==> src/sv/igxy_pkg.sv <==
`timescale 1ns / 1ps

package igxy_pkg;

    localparam int PIX_W          = 8;
    localparam int GRAD_W         = 10;
    localparam int COORD_W        = 10;
    localparam int CFG_W          = 11;
    localparam int IN_DATA_W      = 8;
    localparam int OUT_DATA_W     = 2 * GRAD_W + 2 * COORD_W;
    localparam int APB_ADDR_W     = 3;
    localparam int APB_DATA_W     = 32;
    localparam int MAX_WIDTH_DEF  = 1024;
    localparam int MAX_HEIGHT_DEF = 1024;
    localparam int CFG_WIDTH_RST  = 640;
    localparam int CFG_HEIGHT_RST = 480;
    localparam int QUEUE_DEPTH    = 4;

    // register index, taken from paddr[2]
    typedef enum logic {
        REG_WIDTH  = 1'b0,
        REG_HEIGHT = 1'b1
    } t_reg_idx;

    typedef struct packed {
        logic first_col;
        logic second_col;
        logic last_col;
        logic row_one;
        logic last_row;
        logic above;
    } t_item_flags;

    // one classified pixel with the line store reads that belong to it
    typedef struct packed {
        logic [PIX_W-1:0]   pix;
        logic [PIX_W-1:0]   p_c;
        logic [PIX_W-1:0]   p_cn;
        logic [PIX_W-1:0]   o_c;
        logic [COORD_W-1:0] row;
        logic [COORD_W-1:0] col;
        t_item_flags        flags;
    } t_item;

    typedef struct packed {
        logic [COORD_W-1:0]       col;
        logic [COORD_W-1:0]       row;
        logic signed [GRAD_W-1:0] grad_y;
        logic signed [GRAD_W-1:0] grad_x;
    } t_result;

    function automatic logic signed [GRAD_W-1:0] grad_diff(
        input logic [PIX_W-1:0] a,
        input logic [PIX_W-1:0] b
    );
        logic signed [GRAD_W-1:0] sa;
        logic signed [GRAD_W-1:0] sb;
        sa = $signed({{(GRAD_W - PIX_W){1'b0}}, a});
        sb = $signed({{(GRAD_W - PIX_W){1'b0}}, b});
        return sa - sb;
    endfunction

    function automatic logic signed [GRAD_W-1:0] grad_double(
        input logic [PIX_W-1:0] a,
        input logic [PIX_W-1:0] b
    );
        return grad_diff(a, b) <<< 1;
    endfunction

endpackage

==> src/sv/igxy_queue.sv <==
`timescale 1ns / 1ps

module igxy_queue (
    input  logic            i_clk,
    input  logic            i_rst_n,
    input  logic            i_push,
    input  igxy_pkg::t_item i_item,
    output logic            o_full,
    output logic            o_valid,
    output igxy_pkg::t_item o_item,
    input  logic            i_pop
);

    localparam int PTR_W = $clog2(igxy_pkg::QUEUE_DEPTH);
    localparam int CNT_W = PTR_W + 1;

    igxy_pkg::t_item r_mem [igxy_pkg::QUEUE_DEPTH];
    logic [PTR_W-1:0] r_wr_ptr;
    logic [PTR_W-1:0] r_rd_ptr;
    logic [CNT_W-1:0] r_count;
    logic             w_do_push;
    logic             w_do_pop;

    assign o_full    = (r_count == CNT_W'(igxy_pkg::QUEUE_DEPTH));
    assign o_valid   = (r_count != '0);
    assign o_item    = r_mem[r_rd_ptr];
    assign w_do_push = i_push && !o_full;
    assign w_do_pop  = i_pop && o_valid;

    always_ff @(posedge i_clk) begin
        if (!i_rst_n) begin
            r_wr_ptr <= '0;
            r_rd_ptr <= '0;
            r_count  <= '0;
        end else begin
            if (w_do_push) begin
                r_wr_ptr <= r_wr_ptr + PTR_W'(1);
            end
            if (w_do_pop) begin
                r_rd_ptr <= r_rd_ptr + PTR_W'(1);
            end
            if (w_do_push && !w_do_pop) begin
                r_count <= r_count + CNT_W'(1);
            end else if (w_do_pop && !w_do_push) begin
                r_count <= r_count - CNT_W'(1);
            end
        end
    end

    always_ff @(posedge i_clk) begin
        if (w_do_push) begin
            r_mem[r_wr_ptr] <= i_item;
        end
    end

endmodule

==> config.mk <==
export PLATFORM = sky130hd
export DESIGN_NAME = igxy_queue
export DESIGN_NICKNAME = d
export VERILOG_FILES = /design/src/sv/igxy_pkg.sv /design/src/sv/igxy_queue.sv
export SDC_FILE = /design/constraint.sdc
export NUM_CORES = 1
export LEC_CHECK = 0
export ABC_CLOCK_PERIOD_IN_PS = 3400
export BUFFER_PORTS_ARGS = -buffer_cell sky130_fd_sc_hd__buf_2
export CORE_MARGIN = 5
export CORE_UTILIZATION = 35
export CTS_CLUSTER_DIAMETER = 30
export DETAILED_ROUTE_END_ITERATION = 12
export PLACE_DENSITY = 0.49
export SLEW_MARGIN = 20
export SYNTH_ARGS = -nofsm -noshare
export SYNTH_HDL_FRONTEND = slang
export SYNTH_SLANG_ARGS = --single-unit
==> constraint.sdc <==
create_clock -name i_clk -period 3.4 [get_ports i_clk]
set_input_delay 0.17 -clock i_clk [delete_from_list [all_inputs] [get_ports i_clk]]
set_output_delay 0.17 -clock i_clk [all_outputs]
set_load 0.02 [all_outputs]
Yosys cells after proc, flatten, opt, wreduce, memory -nomap -nowiden. Memories as Yosys holds them, arrays and structs flattened. A register that Yosys moved wholly into a read port is not among the register bits. Index checks and enable logic that the tools add are counted.

Memories: 1. RAM bits: 232. Output and inout bits: 60. Input bits: 62. Word-level logic and storage cells: 24. Flip-flop bits (word level): 7.

Multiplexer cells: 6. Reduce and logical (&&, ||, !) cells: 9. $add $sub $neg: 4. Eq/ne operators: 1.

Memories: r_mem (depth 4, bits a word 58, rd ports 1, clocked after Yosys merged registers in 1, write ports 1, line igxy_queue.sv:17) `igxy_pkg::t_item r_mem [igxy_pkg::QUEUE_DEPTH];`.

Operators with widths (number): $mux 3 (2); $add 2x1->2 const B (2); $logic_and 1x1->1 (4); $mux 2 (2); $add 3x1->3 const B (1); $eq 3x3->1 const B (1); $logic_not 1->1 (3); $reduce_bool 3->1 (1); $sub 3x1->3 const B (1); $mux 1 (2); $reduce_bool 2->1 (1).

Logic depth before layout (Yosys ltp).
Word-level depth: 7. Depth in mapped cells: 9. Gate-level depth less buffers: 8.

Worst setup path before layout. OpenSTA, ideal clock, no wires.

Path kind: register to register. From: register r_count[0]. To: memory r_mem[0][0] (netlist bit) (enable). Data required time: 2.978 ns. Path slack: 0.632 ns. Arrival: 2.347 ns. Cell stages (with the launch flop): 5. Clock period less this slack: 2.768 ns. Path buffers: 1. Setup time: 0.422 ns. Cells stage by stage: dfxtp_1 nor3b_1 nor2b_1 clkbuf_1 and2_1.

Longest elaborated chain between the ends: 5.

RTL lines: start, declared (line igxy_queue.sv:20) `logic [CNT_W-1:0] r_count;`; start signal, assigned (line igxy_queue.sv:43) `r_count <= r_count + CNT_W'(1);`; start signal, assigned (line igxy_queue.sv:45) `r_count <= r_count - CNT_W'(1);`; $eq 3x3->1 (line igxy_queue.sv:24) `assign o_full = (r_count == CNT_W'(igxy_pkg::QUEUE_DEPTH));`; named net o_full (line igxy_queue.sv:8) `output logic o_full,`; $logic_not 1->1 (line igxy_queue.sv:27) `assign w_do_push = i_push && !o_full;`; $logic_and 1x1->1 (line igxy_queue.sv:27); named net w_do_push (line igxy_queue.sv:21) `logic w_do_push;`; $mux 1 (line igxy_queue.sv:51) `if (w_do_push) begin`; $mux 1 (not written as such) (line igxy_queue.sv:52) `r_mem[r_wr_ptr] <= i_item;`; end, declared (line igxy_queue.sv:17).

The timed path passes the listed nets, and every way through them passes these cells.

Worst setup path after layout.
From: register r_count[0]. To: register r_count[2].

Longest elaborated chain between the ends: 6. Elaborated cells between the ends (all ways): 14. Classes of those cells: add/sub: 2; eq/ne: 1; mux: 2; reduce/logical: 9.

RTL lines: branches (longest 6 deep; another with $sub 3x1->3).

Several ways; the timed one is not identified. The select of a mux whose other input is x is not followed. A chain may end at the register's enable or synchronous reset.

==> results.toml <==
[status]
status = "finished clean"

[detailed_routing]
wl_met3_um = 1210
wl_per_cell_um = 18.73
highest_layer = "met4"
wl_met2_um = 8687
vias = 4347
ant_nets = 0
wl_met1_um = 7410
viasPerCell = 4.629
dr.first_iter.drc_count = 242
finalWirelength_um = 17590
first_pass_iters = 4
drc = 0

[logic_synthesis]
synth_fp_nets = 419
yosys_warnings = 0
syn_area_um2 = 8866
ys_seq_elements = 241
seq_area_frac_synth_pct = 80.61
syn_inst = 351
synth.distinct_cells = 24
avgSynthCellArea_um2 = 25.26

[timing]
slew_violations = 0
hold_viol_final = 0
worst_slew_pin_slew_ns = 0.9357
fin_tns_setup_ns = 0
period_share_pct = 74.07
finClkSkew_ns = 0.01361
period_minus_slack_ns = 2.518
relSlewSlack_pct = 37.62
fmax_mhz = 397.1
rsz0062_at_grt = "no"
setup_violations = 0

[finish]
nFillCells = 2106
area_growth_pct = 36.35
drive_above_1_share_pct = 43.51
diodes = 0
fin_cells = 939
final_core_util_pct = 48.29
nNetsFinal = 637

[grt]
grt_overflow = 0
grt_max_degree = 59
track_usage_pct = 12.41
grt_first_pass_wirelength_um = 27240
grt_pass1_vias = 4936
grt_antenna_before_repair = 0

[clock_tree]
numCtsBuffers = 49
cts_setup_buffers = 0
clk_pin_slew_ns = 0.05
tritoncts = "yes"
insertion_delay_ns = 0.52
cts_max_level = 2
cts_buffer_depth = 3
cts_root_buffer = "clkbuf_16"
ctsResizeCount = 0
cts_sinks = 241

[worst_setup_path]
worstSetupPathType = "reg2reg"
endpoint_kind = "flip-flop"
cpLargestDelayFamily = "simple AND/OR/NAND/NOR gates"
crit_cells = 8
cp_max_fo = 7
rrSetupSlack_ns = 0.88
crit_buf_inv = 1
arrival_ns = 2.96
crit_chain = "nor3b_1 -> nor2b_1 -> ha_1 -> inv_1 -> fa_1 -> xor2_1 -> or3_1 -> a21boi_0"
cp_data_required_time_ns = 3.84
cpPeakStageDelay_ns = 0.49
r2r_end = "r_count[2]$_SDFFE_PN0P_"
timing.rr.start = "r_count[0]$_SDFFE_PN0P_"
reg2reg_depth = 8
critical-path-slowest-cell = "nor2b_1"
cp-start-kind = "flip-flop"

[flow_run]
cap_violations = 0

[hold_path]
hp-start = "i_pop"
min_path_type = "in2reg"
min_path_cells = 4

[die]
die_h_um = 169.2
ios = 122
initial_utilization_pct = 35.41
dieArea_um2 = 28620
rows = 58
core_area_um2 = 25040
die_width_um = 169.2

[place]
place_congestion = 0.7038
portBuffers = 121
place_inst = 789
dp_hpwl_um = 9821

[power]
pwr_density_cell_nw_per_um2 = 880.0
peakVddDrop_uv = 400.6
p_leak_nw = 4.201
cells in the final DEF, fill, tap and decap left out, drive strengths merged, types with 2 or more instances in the layout:
cell type	synthesis	layout
buf	13	123
clkbuf	2	59
mux4	58	58
clkinvlp	0	4
ha	5	5
xnor2	3	3
bufinv	0	8
inv	3	5
dfxtp	9	9
mux2i	3	3
nand2	4	4
dlygate4sd3	0	59
edfxtp	232	232
and2	8	8
nor2b	2	2
or3	2	2
clkinv	0	18
worst max path at each step:
stage               slack, ns                       to               startpoint
floorplan                0.63    r_mem[0][0]$_DFFE_PP_  r_count[0]$_SDFFE_PN0P_
global placement         1.13  r_count[2]$_SDFFE_PN0P_  r_count[0]$_SDFFE_PN0P_
detailed placement       0.88  r_count[2]$_SDFFE_PN0P_  r_count[0]$_SDFFE_PN0P_
CTS                      0.80               o_item[18]                flip-flop
global route             0.60  r_count[2]$_SDFFE_PN0P_  r_count[0]$_SDFFE_PN0P_
finish                   0.88  r_count[2]$_SDFFE_PN0P_  r_count[0]$_SDFFE_PN0P_
routing by layer:
metal	vias to the layer above	global-route usage [%]
li1	1946	-
met1	2230	15.79
met2	144	20.43
met3	27	3.960
met4	0	3.955
met5	-	0
timing repair:
action,4_1_cts,5_1_grt
hold endpoints to repair,241,0
setup endpoints to repair,0,0
hold buffers,59,0
worst min-delay path: stages:
cell and delay (ns):
buf_2 0.10, o311ai_0 0.12, xnor2_1 0.07, and2_1 0.15
stage by stage:
step	instance area (um^2)	total power [W]	setup slack, ns	hold slack (ns)
2_1_floorplan	8866	0.005293	0.6316	0.2689
3_3_place_gp	9802	0.005898	1.131	0.3819
3_5_place_dp	9802	0.005939	0.8797	0.3869
4_1_cts	12090	0.01083	0.7971	0.1304
5_1_grt	12090	0.01111	0.6009	0.1509
6_report	12090	0.01064	0.8817	0.1444
cell usage after synthesis:
library cell  number  area (um^2)
a21boi_0           1        7.510
and2_1             8        50.05
buf_1              3        11.26
buf_12             3        60.06
buf_2              3        15.01
buf_4              3        22.52
buf_6              1        11.26
clkbuf_1           2        7.510
dfxtp_1            9        180.2
edfxtp_1         232         6967
fa_1               1        20.02
ha_1               5        62.56
inv_1              3        11.26
mux2i_1            3        30.03
mux4_2            58         1306
nand2_1            4        15.01
nor2b_1            2        12.51
nor3b_1            1        7.510
o21ai_0            1        5.000
o311ai_0           1        8.760
o31ai_1            1        7.510
or3_1              2        12.51
xnor2_1            3        26.28
xor2_1             1        8.760
sequential cells by signal, summed over array words and instances, names as in the netlist, named ones only:
| signal | count |
|---|---|
| r_count | 3 |
| r_mem | 232 |
| r_wr_ptr | 2 |
| r_rd_ptr | 2 |
where the power goes:
group          switching, W  internal [W]
Clock               0.00145       0.00333
Sequential         0.000205       0.00363
Combinational       0.00112      0.000913
Total               0.00277       0.00787
cell families after synthesis:
group / Yosys count / share of synthesized area, %
buffers and inverters: 18 / 1.566
adders and majority gates: 6 / 0.9314
muxes: 61 / 15.07
DFF: 241 / 80.61
and+or+nand+nor: 17 / 1.101
xor gates and xnor gates: 4 / 0.3952
AOI/OAI and AO/OA: 4 / 0.3246
area by class of cell:
| type | instances | area [um^2] | area share (%) |
|---|---|---|---|
| well taps | 330 | 412.9 | 3.415 |
| multi-input cells | 92 | 1590 | 13.15 |
| repair buffers | 182 | 1224 | 10.12 |
| flip-flops and latches | 241 | 7154 | 59.18 |
| clock buffers | 59 | 1306 | 10.81 |
| clock inverters | 32 | 390.4 | 3.229 |
| inverters | 3 | 11.26 | 0.09315 |
(Power assumes the default switching activity.)
