**config.mk**
```make
export PLATFORM = sky130hd
export DESIGN_NAME = igxy_back
export DESIGN_NICKNAME = d
export VERILOG_FILES = /design/src/sv/igxy_pkg.sv /design/src/sv/igxy_back.sv
export SDC_FILE = /design/constraint.sdc
export NUM_CORES = 1
export LEC_CHECK = 0
export BUFFER_PORTS_ARGS = -buffer_cell sky130_fd_sc_hd__buf_2
export CORE_AREA = 2 2 152 109
export CTS_CLUSTER_SIZE = 28
export DETAILED_ROUTE_END_ITERATION = 10
export DIE_AREA = 0 0 154 111
export HOLD_SLACK_MARGIN = 0.12
export MAX_ROUTING_LAYER = met4
export PLACE_DENSITY = 0.79
export SLEW_MARGIN = 5
export SYNTH_ARGS = -nofsm -noshare
export SYNTH_HDL_FRONTEND = slang
export SYNTH_SLANG_ARGS = --single-unit
export TNS_END_PERCENT = 100
```
**constraint.sdc**
```tcl
create_clock -name i_clk -period 5.2 [get_ports i_clk]
set_input_delay 1.04 -clock i_clk [delete_from_list [all_inputs] [get_ports i_clk]]
set_output_delay 1.04 -clock i_clk [all_outputs]
set_load 0.02 [all_outputs]
```
**src/sv/igxy_pkg.sv**
```systemverilog
`timescale 1ns / 1ps

package igxy_pkg;

    localparam int PIX_W          = 8;
    localparam int GRAD_W         = 10;
    localparam int COORD_W        = 10;
    localparam int CFG_W          = 11;
    localparam int IN_DATA_W      = 8;
    localparam int OUT_DATA_W     = 2 * GRAD_W + 2 * COORD_W;
    localparam int APB_ADDR_W     = 3;
    localparam int APB_DATA_W     = 32;
    localparam int MAX_WIDTH_DEF  = 1024;
    localparam int MAX_HEIGHT_DEF = 1024;
    localparam int CFG_WIDTH_RST  = 640;
    localparam int CFG_HEIGHT_RST = 480;
    localparam int QUEUE_DEPTH    = 4;

    // register index, taken from paddr[2]
    typedef enum logic {
        REG_WIDTH  = 1'b0,
        REG_HEIGHT = 1'b1
    } t_reg_idx;

    typedef struct packed {
        logic first_col;
        logic second_col;
        logic last_col;
        logic row_one;
        logic last_row;
        logic above;
    } t_item_flags;

    // one classified pixel with the line store reads that belong to it
    typedef struct packed {
        logic [PIX_W-1:0]   pix;
        logic [PIX_W-1:0]   p_c;
        logic [PIX_W-1:0]   p_cn;
        logic [PIX_W-1:0]   o_c;
        logic [COORD_W-1:0] row;
        logic [COORD_W-1:0] col;
        t_item_flags        flags;
    } t_item;

    typedef struct packed {
        logic [COORD_W-1:0]       col;
        logic [COORD_W-1:0]       row;
        logic signed [GRAD_W-1:0] grad_y;
        logic signed [GRAD_W-1:0] grad_x;
    } t_result;

    function automatic logic signed [GRAD_W-1:0] grad_diff(
        input logic [PIX_W-1:0] a,
        input logic [PIX_W-1:0] b
    );
        logic signed [GRAD_W-1:0] sa;
        logic signed [GRAD_W-1:0] sb;
        sa = $signed({{(GRAD_W - PIX_W){1'b0}}, a});
        sb = $signed({{(GRAD_W - PIX_W){1'b0}}, b});
        return sa - sb;
    endfunction

    function automatic logic signed [GRAD_W-1:0] grad_double(
        input logic [PIX_W-1:0] a,
        input logic [PIX_W-1:0] b
    );
        return grad_diff(a, b) <<< 1;
    endfunction

endpackage

```
**src/sv/igxy_back.sv**
```systemverilog
`timescale 1ns / 1ps

module igxy_back (
    input  logic                            i_clk,
    input  logic                            i_rst_n,
    input  logic                            i_valid,
    input  igxy_pkg::t_item                 i_item,
    output logic                            o_pop,
    output logic                            o_m_tvalid,
    input  logic                            i_m_tready,
    output logic [igxy_pkg::OUT_DATA_W-1:0] o_m_tdata,
    output logic                            o_m_tlast
);

    logic       r_hold;
    logic [1:0] r_idx;
    logic [1:0] r_last_idx;
    logic [1:0] w_last_idx;
    logic       w_out_acc;
    logic       w_at_last;
    logic       w_pop;

    igxy_pkg::t_result r_res0;
    igxy_pkg::t_result r_res1;
    igxy_pkg::t_result r_res2;
    igxy_pkg::t_result w_res0;
    igxy_pkg::t_result w_res1;
    igxy_pkg::t_result w_res2;
    igxy_pkg::t_result w_sel;

    // neighbours left behind by earlier pixels of the same row
    logic [igxy_pkg::PIX_W-1:0] r_p_left;
    logic [igxy_pkg::PIX_W-1:0] r_x1;
    logic [igxy_pkg::PIX_W-1:0] r_x2;

    assign w_out_acc = r_hold && i_m_tready;
    assign w_at_last = (r_idx == r_last_idx);
    assign w_pop     = i_valid && (!r_hold || (w_out_acc && w_at_last));

    always_comb begin
        if (!i_item.flags.last_row || i_item.flags.first_col) begin
            w_last_idx = 2'd0;
        end else if (i_item.flags.last_col) begin
            w_last_idx = 2'd2;
        end else begin
            w_last_idx = 2'd1;
        end
    end

    always_comb begin
        // pixel above the incoming one
        if (i_item.flags.first_col) begin
            w_res0.grad_x = igxy_pkg::grad_double(i_item.p_cn, i_item.p_c);
        end else if (i_item.flags.last_col) begin
            w_res0.grad_x = igxy_pkg::grad_double(i_item.p_c, r_p_left);
        end else begin
            w_res0.grad_x = igxy_pkg::grad_diff(i_item.p_cn, r_p_left);
        end
        if (i_item.flags.row_one) begin
            w_res0.grad_y = igxy_pkg::grad_double(i_item.pix, i_item.p_c);
        end else begin
            w_res0.grad_y = igxy_pkg::grad_diff(i_item.pix, i_item.o_c);
        end
        w_res0.row = i_item.row - igxy_pkg::COORD_W'(1);
        w_res0.col = i_item.col;

        // bottom row, pixel to the left
        if (i_item.flags.second_col) begin
            w_res1.grad_x = igxy_pkg::grad_double(i_item.pix, r_x1);
        end else begin
            w_res1.grad_x = igxy_pkg::grad_diff(i_item.pix, r_x2);
        end
        w_res1.grad_y = igxy_pkg::grad_double(r_x1, r_p_left);
        w_res1.row    = i_item.row;
        w_res1.col    = i_item.col - igxy_pkg::COORD_W'(1);

        // bottom right corner
        w_res2.grad_x = igxy_pkg::grad_double(i_item.pix, r_x1);
        w_res2.grad_y = igxy_pkg::grad_double(i_item.pix, i_item.p_c);
        w_res2.row    = i_item.row;
        w_res2.col    = i_item.col;
    end

    always_ff @(posedge i_clk) begin
        if (!i_rst_n) begin
            r_hold     <= 1'b0;
            r_idx      <= '0;
            r_last_idx <= '0;
        end else begin
            if (w_pop) begin
                r_hold     <= i_item.flags.above;
                r_idx      <= '0;
                r_last_idx <= w_last_idx;
            end else if (w_out_acc) begin
                if (w_at_last) begin
                    r_hold <= 1'b0;
                end else begin
                    r_idx <= r_idx + 2'd1;
                end
            end
        end
    end

    always_ff @(posedge i_clk) begin
        if (w_pop) begin
            r_res0   <= w_res0;
            r_res1   <= w_res1;
            r_res2   <= w_res2;
            r_p_left <= i_item.p_c;
            r_x1     <= i_item.pix;
            r_x2     <= r_x1;
        end
    end

    always_comb begin
        case (r_idx)
            2'd0:    w_sel = r_res0;
            2'd1:    w_sel = r_res1;
            default: w_sel = r_res2;
        endcase
    end

    assign o_pop      = w_pop;
    assign o_m_tvalid = r_hold;
    assign o_m_tdata  = w_sel;
    assign o_m_tlast  = w_at_last;

endmodule

```
==> Word level (Yosys, flattened, before mapping) <==
Index checks and enable logic that the tools add are counted.
{ "word_totals": {"regBits": 126, "inputBits": 62, "out_inout_bits": 43, "wordCells": 58} }
{ "op_classes": {"n_addsub": 11, "n_eq_ne": 2, "n_mux": 10, "bitwise": 2, "reduce_logical": 14} }
{ "ops": {"columns": ["cell", "count"], "rows": [
  ["$pmux W40 S2", 1],
  ["$sub A8 B8 Y9", 8],
  ["$mux W10", 4],
  ["$sub A10 B1 Y10 const B", 2],
  ["$mux W2", 2],
  ["$reduce_and A2 Y1", 2],
  ["$reduce_bool A2 Y1", 2],
  ["$reduce_or A2 Y1", 2],
  ["$logic_and A1 B1 Y1", 3],
  ["$mux W1", 3],
  ["$add A2 B1 Y2 const B", 1],
  ["$eq A2 B1 Y1 const B", 1],
  ["$eq A2 B2 Y1", 1],
  ["$logic_not A1 Y1", 2],
  ["$logic_not A2 Y1", 1],
  ["$logic_or A1 B1 Y1", 2],
  ["$not A1 Y1", 2]
]} }

==> Depth between registers and ports, before layout <==
{ "logic_depth": {"word_depth": 6, "ltp_mapped": 10, "ltp_nobuf": 10} }

==> Worst setup path before layout <==
Ideal clock, no wire load.
{ "synth_path": {"path_type": "input to output", "from": "in i_m_tready", "to": "out o_pop", "t_arrival_ns": 3.758, "setup_slack_ns": 0.402, "cell_stages": 4, "n_path_buf": 0, "path_cell_list": "nand3_1 -> nand2_1 -> nand2_1 -> inv_1"} }
{ "synth_via": {"elab_chain_len": 4} }
{ "synth_rtl": {"columns": ["element", "line", "text"], "rows": [
  ["start, declared", "igxy_back.sv:10", "input logic i_m_tready,"],
  ["$logic_and A1 B1 Y1", "igxy_back.sv:36", "assign w_out_acc = r_hold && i_m_tready;"],
  ["$logic_and A1 B1 Y1", "igxy_back.sv:38", "assign w_pop = i_valid && (!r_hold || (w_out_acc && w_at_last));"],
  ["$logic_or A1 B1 Y1", "igxy_back.sv:38", null],
  ["$logic_and A1 B1 Y1", "igxy_back.sv:38", null],
  ["end, declared", "igxy_back.sv:8", "output logic o_pop,"]
]} }
Every way passes these cells.

==> Final worst setup path <==
{ "layout_path": {"from": "reg r_idx[0]", "to": "out o_m_tdata[36] (netlist name)"} }
{ "layout_via": {"elab_chain_len": 2} }
{ "layout_rtl": {"columns": ["element", "line", "text"], "rows": [
  ["start, declared", "igxy_back.sv:16", "logic [1:0] r_idx;"],
  ["start signal, assigned", "igxy_back.sv:98", "r_idx <= r_idx + 2'd1;"],
  ["$eq A2 B1 Y1 or $logic_not A2 Y1 (tied branches)", "igxy_back.sv:116", "case (r_idx)"],
  ["$pmux W40 S2 *", "igxy_back.sv:116", null],
  ["end, declared", "igxy_back.sv:11", "output logic [igxy_pkg::OUT_DATA_W-1:0] o_m_tdata,"]
]} }
Every way passes the cells marked *; elsewhere a longest branch is shown, timed or not.

==> summary.txt <==
Peak supply drop - 0.262 mV
Antenna diodes - 0
Worst clock skew - 0.0114 ns
Main synth FF type - edfxtp_1
Max cap viols - 0
Outcome - complete, no violations
Pwr per Cell Area - 333 nW/um^2
Die height - 111 um
Number of flops mapped to enable cells by yosys - 121
Layout cells sized above 1 - 0.182
Placer congestion estimate - 0.839
CP Data Arrival Time - 2.54 ns
P_sw - 869 uW
Crit path time final - 3.58 ns
DRT iter0 DRCs - 527
Largest net degree at the start of global routing - 66
Seq pwr share - 0.418
First-pass GRT wire length - 28500 um
Pleak - 0.00390 uW
Tot Pwr - 3010 uW
Initial antenna violation count - 0
Design Area, Final - 9050 um^2
Antenna-violating nets left - 0
CTS Buffer Depth - 2
Setup ws final - 1.62 ns
Least-Margin Pin Slew - 0.848 ns
Placeable Area - 15900 um^2
Vias in the first global route - 5478
Crit. End Element - output port
Multi-input logic area - 3650 um^2
Seq. cell area - 3730 um^2
# hold bufs at CTS - 0
Initial Util - 0.485
RSZ-0062 raised after global routing - no
Post-Syn Instances - 705
Clk_lat worst skew - 0.41 ns
Nets - 956
Setup TNS - 0 ns
Most common cell after layout, fill and taps aside - edfxtp_1
Slew Viols, Final - 0
Most frequent cells in the layout - edfxtp_1, buf_2, ha_1
Setup bufs post-CTS - 0
Crit. Startpoint - r_idx[0]
Syn Area/Cell - 10.9 um^2
Post-DP Area - 8460 um^2
DR pass1 iterations - 5
Layout fillers - 1325
Sequential element share of the synthesized area - 0.485
Post-DP HPWL - 13400 um
Hold Path Class - reg2reg
Critical path class - reg2out
Dpl ws - 2.03 ns
Routed WL per cell - 17.4 um
H-Tree Depth - 4
Worst setup path endpoint - o_m_tdata[36]
Grt ovf - 0
Sw Ratio - 0.288
Synthesized area - 7690 um^2
Async set-reset flop share out of synthesis - 0
R2R setup slack - 2.73 ns
R2r startpoint - r_p_left[1]
Ys Warns - 0
Syn Nets - 843
Io pins - 105
Relative slew slack - 0.435
Die width - 154 um
Resized cells post-CTS - 0
# setup viols final - 0
CP max FO - 21
Worst Reg-to-Reg Cells - 8
Final design utilization - 0.571
Int Pwr - 2140 uW
Cts bufs inserted - 17
All-Layer GR Usage - 0.221
PortBufs - 104
Routed vias - 5670
CTS Root Cell - clkbuf_16
Clk sinks - 126
# rows - 39
Cell variety after synth - 55
Max Clock Freq - 0.280 GHz
Layout area overhead - 17.6%
CTS tree - built
CP startpoint kind - flip-flop
DRC errors left - 0
R2r endpoint - r_res0[7]
Hold Fails Final Rpt - 0
CP required - 4.16 ns
Logic gate share of total power - 0.187
Die area - 17100 um^2
Clk network pwr share - 0.395
Post-Route WL - 18000 um
Fin crit share - 0.688
#FFs+latches synth - 126
CTS clk-pin slew, worst paths - 0.07 ns
Vias/cell - 5.47
through the flow:
step	hold WS (ns)	cells
finish	0.477	1036
global route	0.513	1036
global placement	0.470	1004
floorplan	0.454	705
CTS	0.485	1036
detailed placement	0.476	1004
worst max-delay path, stage by stage (launching register included):
cell and delay (ns):
dfxtp_1 0.35, inv_1 0.07, ha_1 0.57, buf_4 0.39
nand2b_1 0.37, a22o_1 0.21, buf_2 0.16
power by group through the flow:
stage	Sequential (uW)	Clock (uW)	Combinational (uW)
final	1260	1190	564
after global routing	1270	1240	626
after CTS	1260	1200	561
after detailed placement	1280	0	554
after global placement	1280	0	537
after floorplan	1280	0	387
sequential cells by signal, summed over array words and instances (netlist names):
signal and cells:
r_res0 30, r_idx 2, r_res2 38, r_x2 8
r_p_left 8, o_m_tvalid 1, r_res1 29, r_last_idx 2
r_x1 8
cell usage after synthesis (all sizes together), types with 13 or more instances:
cell,number,share of area
inv,68,0.033
nand2,62,0.030
nor2b,13,0.012
ha,68,0.11
xnor2,24,0.027
a22o,27,0.031
xor2,25,0.028
nand2b,23,0.019
clkbuf,14,0.0068
nor2,56,0.027
o21ai,38,0.025
a22oi,19,0.019
edfxtp,121,0.47
a21oi,24,0.016
routing by layer:
metal  up-vias  share of wire  wire (um)  global-route usage
met5         -              0          0                   -
met4         0          0.011        197              0.0555
met3        22          0.064       1150              0.0418
met2       203           0.44       7970               0.327
met1      2630           0.48       8690               0.315
li1       2815              -          -                   -
cell families (layout without fill, tap and decap cells):
logic type	Yosys count	after routing	share of synthesized area
compound gates	165	165	0.149
xor+xnor	49	49	0.0558
fa+ha+maj	76	76	0.131
buf+inv	83	209	0.0405
flops	126	126	0.485
mux	11	11	0.0148
simple gates	195	195	0.123
worst min path at each step:
stage                             start            end  slack (ns)  depth (start not counted)
final                     r_last_idx[1]  r_last_idx[1]        0.48                          2
after global routing      r_last_idx[1]  r_last_idx[1]        0.51                          2
after CTS                 r_last_idx[1]  r_last_idx[1]        0.49                          2
after detailed placement  r_last_idx[1]  r_last_idx[1]        0.48                          2
after global placement    r_last_idx[1]  r_last_idx[1]        0.47                          2
after floorplan           r_last_idx[0]  r_last_idx[0]        0.45                          2
area by class of cell:
class / count / area share
clock inverter: 15 / 0.0185
multi-input combinational: 496 / 0.403
timing repair buffer: 109 / 0.0617
sequential: 126 / 0.413
clock buffer: 17 / 0.0470
tap: 205 / 0.0283
inverter: 68 / 0.0285
Power figures use the tool's default switching activity.
